## src/design/wcse_pkg.sv

```systemverilog
// ----------------------------------------------------------------------------
// wcse_pkg
// Shared types and constants for the wave container sample extractor.
// ----------------------------------------------------------------------------
package wcse_pkg;

    localparam logic [31:0] TAG_RIFF = 32'h4646_4952;
    localparam logic [31:0] TAG_WAVE = 32'h4556_4157;
    localparam logic [31:0] TAG_FMT  = 32'h2074_6D66;
    localparam logic [31:0] TAG_DATA = 32'h6174_6164;

    localparam logic [15:0] FMT_PCM   = 16'd1;
    localparam logic [15:0] FMT_FLOAT = 16'd3;

    localparam logic [31:0] FMT_BODY_BYTES = 32'd16;

    typedef enum logic [1:0] {
        KIND_HEADER = 2'd0,
        KIND_SAMPLE = 2'd1,
        KIND_ERROR  = 2'd2
    } result_kind_t;

    typedef enum logic [2:0] {
        ERR_NONE        = 3'd0,
        ERR_NOT_WAVE    = 3'd1,
        ERR_FMT_SHORT   = 3'd2,
        ERR_UNSUPPORTED = 3'd3,
        ERR_NO_FMT      = 3'd4,
        ERR_TRUNCATED   = 3'd5
    } error_code_t;

    typedef enum logic [8:0] {
        PH_RIFF  = 9'b000000001,
        PH_RSIZE = 9'b000000010,
        PH_WAVE  = 9'b000000100,
        PH_CID   = 9'b000001000,
        PH_CSIZE = 9'b000010000,
        PH_FMT   = 9'b000100000,
        PH_SKIP  = 9'b001000000,
        PH_DATA  = 9'b010000000,
        PH_DONE  = 9'b100000000
    } phase_t;

    typedef struct packed {
        result_kind_t result_kind;
        error_code_t  error_code;
        logic [31:0]  sample_value;
        logic         sample_is_float;
        logic [15:0]  channel_index;
        logic         frame_last;
        logic         data_last;
        logic [15:0]  channel_total;
        logic [31:0]  rate_hz;
        logic [5:0]   bits_each;
    } result_t;

endpackage

```

## src/design/wave_container_sample_extractor.sv

```systemverilog
// ----------------------------------------------------------------------------
// wave_container_sample_extractor
// RIFF/WAVE byte stream parser giving header, Q1.31 / float32 samples, errors.
// ----------------------------------------------------------------------------
//  channel   ports                                  item
//  input     s_valid s_ready s_in_byte s_stream_end  one file byte
//  result    m_valid m_ready m_result_kind ...       header, sample or error
//
//  one byte per cycle unless stalled; each byte is parsed in the cycle it is
//  taken and its result, if any, lands in the output register on the same edge
//  s_ready stays high while the output register is empty or being drained
//  a stalled result blocks only new bytes, never the one already held
//  aresetn clears the parse state to wait for the riff tag
// ----------------------------------------------------------------------------
module wave_container_sample_extractor (
    input  logic        aclk,
    input  logic        aresetn,
    input  logic        s_valid,
    output logic        s_ready,
    input  logic [7:0]  s_in_byte,
    input  logic        s_stream_end,
    output logic        m_valid,
    input  logic        m_ready,
    output logic [1:0]  m_result_kind,
    output logic [2:0]  m_error_code,
    output logic signed [31:0] m_sample_value,
    output logic        m_sample_is_float,
    output logic [15:0] m_channel_index,
    output logic        m_frame_last,
    output logic        m_data_last,
    output logic [15:0] m_channel_total,
    output logic [31:0] m_rate_hz,
    output logic [5:0]  m_bits_each
);
    import wcse_pkg::*;

    logic    byte_take;
    logic    res_valid;
    result_t res;
    logic    out_valid_reg;
    result_t out_reg;

    assign s_ready   = !out_valid_reg || m_ready;
    assign byte_take = s_valid && s_ready;

    wcse_parser u_parser (
        .aclk       (aclk),
        .aresetn    (aresetn),
        .byte_take  (byte_take),
        .in_byte    (s_in_byte),
        .stream_end (s_stream_end),
        .res_valid  (res_valid),
        .res        (res)
    );

    always_ff @(posedge aclk) begin
        if (!aresetn) begin
            out_valid_reg <= 1'b0;
        end else if (s_ready) begin
            out_valid_reg <= byte_take && res_valid;
        end
    end

    always_ff @(posedge aclk) begin
        if (byte_take && res_valid) begin
            out_reg <= res;
        end
    end

    assign m_valid           = out_valid_reg;
    assign m_result_kind     = out_reg.result_kind;
    assign m_error_code      = out_reg.error_code;
    assign m_sample_value    = out_reg.sample_value;
    assign m_sample_is_float = out_reg.sample_is_float;
    assign m_channel_index   = out_reg.channel_index;
    assign m_frame_last      = out_reg.frame_last;
    assign m_data_last       = out_reg.data_last;
    assign m_channel_total   = out_reg.channel_total;
    assign m_rate_hz         = out_reg.rate_hz;
    assign m_bits_each       = out_reg.bits_each;

endmodule

```

## src/design/wcse_parser.sv

```systemverilog
// ----------------------------------------------------------------------------
// wcse_parser
// Byte-wise RIFF/WAVE chunk walker and PCM frame slicer; at most one result per byte.
// ----------------------------------------------------------------------------
module wcse_parser (
    input  logic              aclk,
    input  logic              aresetn,
    input  logic              byte_take,
    input  logic [7:0]        in_byte,
    input  logic              stream_end,
    output logic              res_valid,
    output wcse_pkg::result_t res
);
    import wcse_pkg::*;

    phase_t      phase_reg, phase_next;
    logic [3:0]  fbc_reg, fbc_next;
    logic [31:0] shift_reg, shift_next;
    logic        tag_fmt_reg, tag_fmt_next;
    logic        tag_data_reg, tag_data_next;
    logic [31:0] left_reg, left_next;
    logic [15:0] fmt_code_reg, fmt_code_next;
    logic [15:0] chan_reg, chan_next;
    logic [31:0] rate_reg, rate_next;
    logic [15:0] bits_reg, bits_next;
    logic        fmt_seen_reg, fmt_seen_next;
    logic [1:0]  bis_reg, bis_next;
    logic [15:0] chcnt_reg, chcnt_next;
    logic [17:0] fbs_reg, fbs_next;

    logic [31:0] shift_in;
    logic [2:0]  bps;
    logic [17:0] fbs_new;
    logic [31:0] left_dec;
    logic [16:0] ch_inc;
    logic        flast;
    logic        fmt_ok;

    always_comb begin
        shift_in = {in_byte, shift_reg[31:8]};
        bps      = bits_reg[5:3];
        fbs_new  = {2'b00, chan_reg} * {15'd0, bps};
        left_dec = left_reg - 32'd1;
        ch_inc   = {1'b0, chcnt_reg} + 17'd1;
        flast    = ch_inc >= {1'b0, chan_reg};
        fmt_ok   = ((fmt_code_reg == FMT_PCM) && ((shift_in[31:16] == 16'd16)
                    || (shift_in[31:16] == 16'd24) || (shift_in[31:16] == 16'd32)))
                   || ((fmt_code_reg == FMT_FLOAT) && (shift_in[31:16] == 16'd32));

        phase_next    = phase_reg;
        fbc_next      = fbc_reg;
        shift_next    = shift_reg;
        tag_fmt_next  = tag_fmt_reg;
        tag_data_next = tag_data_reg;
        left_next     = left_reg;
        fmt_code_next = fmt_code_reg;
        chan_next     = chan_reg;
        rate_next     = rate_reg;
        bits_next     = bits_reg;
        fmt_seen_next = fmt_seen_reg;
        bis_next      = bis_reg;
        chcnt_next    = chcnt_reg;
        fbs_next      = fbs_reg;
        res_valid     = 1'b0;
        res           = '0;

        case (phase_reg)
            PH_RIFF, PH_RSIZE, PH_WAVE, PH_CID, PH_CSIZE: begin
                shift_next = shift_in;
                if (fbc_reg < 4'd3) begin
                    fbc_next = fbc_reg + 4'd1;
                end else begin
                    fbc_next = '0;
                    case (phase_reg)
                        PH_RIFF: begin
                            if (shift_in != TAG_RIFF) begin
                                res_valid      = 1'b1;
                                res.result_kind = KIND_ERROR;
                                res.error_code  = ERR_NOT_WAVE;
                                phase_next     = PH_DONE;
                            end else begin
                                phase_next = PH_RSIZE;
                            end
                        end
                        PH_RSIZE: begin
                            phase_next = PH_WAVE;
                        end
                        PH_WAVE: begin
                            if (shift_in != TAG_WAVE) begin
                                res_valid      = 1'b1;
                                res.result_kind = KIND_ERROR;
                                res.error_code  = ERR_NOT_WAVE;
                                phase_next     = PH_DONE;
                            end else begin
                                phase_next = PH_CID;
                            end
                        end
                        PH_CID: begin
                            tag_fmt_next  = shift_in == TAG_FMT;
                            tag_data_next = shift_in == TAG_DATA;
                            phase_next    = PH_CSIZE;
                        end
                        default: begin
                            // chunk size complete
                            if (tag_fmt_reg) begin
                                if (shift_in < FMT_BODY_BYTES) begin
                                    res_valid      = 1'b1;
                                    res.result_kind = KIND_ERROR;
                                    res.error_code  = ERR_FMT_SHORT;
                                    phase_next     = PH_DONE;
                                end else begin
                                    left_next  = shift_in;
                                    phase_next = PH_FMT;
                                end
                            end else if (tag_data_reg) begin
                                if (!fmt_seen_reg || (chan_reg == 16'd0)) begin
                                    res_valid      = 1'b1;
                                    res.result_kind = KIND_ERROR;
                                    res.error_code  = ERR_NO_FMT;
                                    phase_next     = PH_DONE;
                                end else begin
                                    fbs_next          = fbs_new;
                                    left_next         = shift_in;
                                    bis_next          = '0;
                                    chcnt_next        = '0;
                                    res_valid         = 1'b1;
                                    res.result_kind   = KIND_HEADER;
                                    res.channel_total = chan_reg;
                                    res.rate_hz       = rate_reg;
                                    res.bits_each     = bits_reg[5:0];
                                    phase_next = (shift_in < {14'd0, fbs_new}) ? PH_DONE
                                                                               : PH_DATA;
                                end
                            end else begin
                                left_next  = shift_in;
                                phase_next = (shift_in != 32'd0) ? PH_SKIP : PH_CID;
                            end
                        end
                    endcase
                end
            end
            PH_FMT: begin
                shift_next = shift_in;
                case (fbc_reg)
                    4'd1:    fmt_code_next = shift_in[31:16];
                    4'd3:    chan_next     = shift_in[31:16];
                    4'd7:    rate_next     = shift_in;
                    4'd15:   bits_next     = shift_in[31:16];
                    default: ;
                endcase
                if (fbc_reg != 4'd15) begin
                    fbc_next = fbc_reg + 4'd1;
                end else begin
                    fbc_next = '0;
                    if (!fmt_ok) begin
                        res_valid      = 1'b1;
                        res.result_kind = KIND_ERROR;
                        res.error_code  = ERR_UNSUPPORTED;
                        phase_next     = PH_DONE;
                    end else begin
                        fmt_seen_next = 1'b1;
                        left_next     = left_reg - FMT_BODY_BYTES;
                        phase_next    = (left_reg != FMT_BODY_BYTES) ? PH_SKIP : PH_CID;
                    end
                end
            end
            PH_SKIP: begin
                left_next = left_dec;
                if (left_dec == 32'd0) begin
                    phase_next = PH_CID;
                end
            end
            PH_DATA: begin
                shift_next = (bis_reg == 2'd0) ? {in_byte, 24'd0} : shift_in;
                left_next  = left_dec;
                if (({1'b0, bis_reg} + 3'd1) < bps) begin
                    bis_next = bis_reg + 2'd1;
                end else begin
                    bis_next            = '0;
                    chcnt_next          = flast ? 16'd0 : ch_inc[15:0];
                    res_valid           = 1'b1;
                    res.result_kind     = KIND_SAMPLE;
                    res.sample_value    = shift_next;
                    res.sample_is_float = fmt_code_reg == FMT_FLOAT;
                    res.channel_index   = chcnt_reg;
                    res.frame_last      = flast;
                    res.data_last       = flast && (left_dec < {14'd0, fbs_reg});
                    if (res.data_last) begin
                        phase_next = PH_DONE;
                    end
                end
            end
            default: begin
                phase_next = PH_DONE;
            end
        endcase

        if (stream_end) begin
            if (phase_next != PH_DONE) begin
                res_valid       = 1'b1;
                res             = '0;
                res.result_kind = KIND_ERROR;
                res.error_code  = ERR_TRUNCATED;
            end
            phase_next    = PH_RIFF;
            fbc_next      = '0;
            fmt_seen_next = 1'b0;
            bis_next      = '0;
            chcnt_next    = '0;
            chan_next     = '0;
        end
    end

    always_ff @(posedge aclk) begin
        if (!aresetn) begin
            phase_reg    <= PH_RIFF;
            fbc_reg      <= '0;
            fmt_seen_reg <= 1'b0;
            bis_reg      <= '0;
            chcnt_reg    <= '0;
            chan_reg     <= '0;
        end else if (byte_take) begin
            phase_reg    <= phase_next;
            fbc_reg      <= fbc_next;
            fmt_seen_reg <= fmt_seen_next;
            bis_reg      <= bis_next;
            chcnt_reg    <= chcnt_next;
            chan_reg     <= chan_next;
        end
    end

    always_ff @(posedge aclk) begin
        if (byte_take) begin
            shift_reg    <= shift_next;
            tag_fmt_reg  <= tag_fmt_next;
            tag_data_reg <= tag_data_next;
            left_reg     <= left_next;
            fmt_code_reg <= fmt_code_next;
            rate_reg     <= rate_next;
            bits_reg     <= bits_next;
            fbs_reg      <= fbs_next;
        end
    end

endmodule
```

## config.mk

```make
export PLATFORM = sky130hd
export DESIGN_NAME = wave_container_sample_extractor
export DESIGN_NICKNAME = d
export VERILOG_FILES = /design/src/design/wcse_pkg.sv /design/src/design/wave_container_sample_extractor.sv /design/src/design/wcse_parser.sv
export SDC_FILE = /design/constraint.sdc
export NUM_CORES = 1
export LEC_CHECK = 0
export BUFFER_PORTS_ARGS = -buffer_cell sky130_fd_sc_hd__buf_2
export CORE_MARGIN = 2
export CORE_UTILIZATION = 30
export CTS_BUF_LIST = sky130_fd_sc_hd__clkbuf_4 sky130_fd_sc_hd__clkbuf_8 sky130_fd_sc_hd__clkbuf_16
export DETAILED_ROUTE_END_ITERATION = 12
export SLEW_MARGIN = 20
export SYNTH_ARGS = -nofsm -noshare
export SYNTH_HDL_FRONTEND = slang
export SYNTH_SLANG_ARGS = --single-unit
```

## constraint.sdc

```tcl
create_clock -name aclk -period 27.6 [get_ports aclk]
set_input_delay 2.76 -clock aclk [delete_from_list [all_inputs] [get_ports aclk]]
set_output_delay 2.76 -clock aclk [all_outputs]
set_load 0.01 [all_outputs]
```

==> results.cfg <==
[synth]
synth_area_leaders = edfxtp_1, dfxtp_1, ha_1
postSynthCellCount = 1497
avgSynthCellArea_sq_um = 10.6
synth_cell_types = 75
postSynth.asyncResetShare = 0
synthesis.area_sq_um = 15800
synth_top_cell_by_area = edfxtp_1
syn-num-nets = 1603
synth-edff-count = 240
netlist.area_leader.share = 0.455
yosys_warnings = 0
synth_flop_cell = edfxtp_1
ys_seq_elements = 289
ys_seq_area_frac = 0.517

[pwr]
p_int_uw = 750
switching_share = 0.228
ir_drop_uv = 46.2
p_comb_frac = 0.038
p_sw_uw = 221
leakage_uw = 0.00691
powerDensity_nw_per_um2 = 53.2
p_clk_frac = 0.454
pwr-share-seq = 0.508

[sta]
setup_tns_ns = 0
post-route-period-util = 0.259
fin_skew_ns = 0.0146
fmax_mhz = 140
tightest_slew_ns = 1.16
rsz0062_at_grt = false
maxSlewHeadroom = 0.226
final-setup-viol-count = 0
period_needed_ns = 7.15
slew_viol_final = 0
hold_violations = 0

[min_path]
hold_depth = 1
hp-class = register to register
hold-path-endpoint = u_parser.chcnt_reg[15]
hp-start = u_parser.chcnt_reg[15]

[critical_path]
crit_fanout = 75
reg2reg_from = u_parser.bits_reg[5]
setup.worst_path.class = register to register
critPathLaunchType = register
rr_worst_depth = 22
arrival_ns = 7.36
reg2reg_to = m_sample_is_float
ff2ff_setup_slack_ns = 20.45
cp-end-kind = register
cp_data_required_time_ns = 27.81

[floorplan]
start_util = 0.302
fp.dieArea_sq_um = 54600
fp.coreArea_sq_um = 52300
die_w_um = 234
placementRows = 84
die_height_um = 234
io_pins = 125

[place]
gp_congestion = 0.925
dp_hpwl_um = 34400
placed_cells = 2253
port_buffers = 124

[grt]
grt_pass1_wl_um = 73100
grt_use_total = 0.175
antenna_found_initial = 3
grt_max_degree = 76
grt_pass1_vias = 11900
grt_overflow = 0

[layout]
nets = 1704
final_layout_size_suffix_gt1_frac = 0.138
fillers = 5251
diodes = 0
area_growth_pct = 15.2
stdcell_count = 2311

[clock_tree]
cts.sinks = 289
ctsResizeCount = 0
h-tree-depth = 1
cts_buffers = 31
cts.clk_slew.worst_paths_ns = 0.06
cts_hold_buffers = 0
cts_setup_buffers = 0
clk_latency_ns = 0.60
cts_buffer_depth = 3
cts-root-buf = clkbuf_16
cts_tree = built

[routing]
routed_wl_um = 48300
viasPerCell = 5.32
dr.pass1.iters = 6
first_iter_violations = 1447
drcViolationCount = 0
vias = 12300
wire_per_inst_um = 20.9
ant_nets = 0

[outcome]
outcome = complete, no violations

[flow_run]
drv_cap = 0
-- cells by family after synthesis --
family,share of synthesized area
fa+ha+maj,0.0806
buf+inv,0.0437
xor+xnor,0.0310
flops,0.517
compound gates,0.109
simple gates,0.217
mux,0.00134
-- power groups by stage --
stage / sequential, uW / clock (uW) / combinational [uW]
floorplan: 501 / 0 / 17.5
global placement: 502 / 0 / 36.1
detailed placement: 502 / 0 / 37.1
CTS: 493 / 449 / 37.3
global route: 494 / 463 / 40.6
finish: 493 / 441 / 37.1
-- stage by stage --
stage	power, uW	worst slack (ns)	instance area, sq um	hold WS, ns	util
final	971	20.45	18200	0.503	0.349
after global routing	997	19.89	18200	0.534	0.349
after CTS	979	20.41	18200	0.506	0.349
after detailed placement	539	20.34	17200	0.485	0.328
after global placement	538	20.62	17200	0.490	0.328
after floorplan	518	14.23	15800	0.458	-
-- layout by cell type, fill, tap and decap left out, types with 12 or more instances in the layout --
master       n
fa_1        15
nand3_1     32
nor3_1      41
ha_1        78
a221o_1     13
nand2_1    146
nor2_1     105
xor2_1      24
a21oi_1     45
nor4_1      32
o21ai_0     64
and3b_1     25
buf_2      124
and3_1      14
xnor2_1     32
or4_1       14
edfxtp_1   240
a22oi_1     26
buf_4       14
dfxtp_1     49
and2_1     109
clkbuf_16   31
or3_1       12
nand4_1     27
nand2b_1    13
inv_1      102
-- cells in the mapped netlist, types with 10 or more instances --
master,count
fa_1,15
a22oi_1,26
nand3_1,32
and3_1,14
nand2b_1,13
a221o_1,13
or4_1,14
a31oi_1,10
and2_1,109
o21ai_0,65
ha_1,78
dfxtp_1,49
inv_1,102
xnor2_1,32
clkbuf_1,57
nand2_1,146
a21oi_1,46
nand4_1,27
nor2_1,105
nor3_1,43
nor4_1,33
or3_1,12
o211ai_1,10
xor2_1,24
and3b_1,25
edfxtp_1,240
-- how the worst max path moves through the flow --
stage / from / endpoint / slack [ns] / depth (start not counted)
floorplan: u_parser.bits_reg[5] / m_bits_each[0] / 14.23 / 23
global placement: s_in_byte[0] / m_result_kind[0] / 20.62 / 10
detailed placement: s_in_byte[6] / m_sample_value[23] / 20.34 / 10
CTS: u_parser.bits_reg[5] / m_sample_value[31] / 20.41 / 22
global route: u_parser.bits_reg[5] / m_sample_is_float / 19.89 / 22
finish: u_parser.bits_reg[5] / m_sample_is_float / 20.45 / 22
-- final cells by class --
class,instances,area [sq um],area share
clock buffer,37,840,0.0460
clock inverter,21,248,0.0136
inverter,102,383,0.0210
multi-input combinational,1036,7000,0.384
sequential,289,8190,0.449
tap,688,861,0.0472
timing repair buffer,138,726,0.0398
-- layer usage --
layer	vias to the layer above	GRT usage	wire, um
li1	5666	-	-
met1	6003	0.245	21000
met2	531	0.276	21800
met3	101	0.0256	3510
met4	4	0.0615	1850
met5	-	0	21
-- worst max-delay path, cell delays in order, from the launching register on --
cell and delay (ns):
edfxtp_1 0.69, nand2_1 0.16, fa_1 0.55, inv_1 0.07, ha_1 0.29, a21oi_1 0.20, o211ai_1 0.17, o311ai_0 0.32
nand3_1 0.17, o41a_1 0.39, a211o_1 0.28, a21oi_1 0.25, xnor2_1 0.10, ha_1 0.31, nand2_1 0.07, nor2_1 0.16
o211ai_1 0.11, a31oi_1 0.25, o211ai_1 0.14, a21oi_1 0.54, nand3_1 0.33, o21ai_4 0.37, buf_4 0.78
Power figures use the tool's default switching activity.
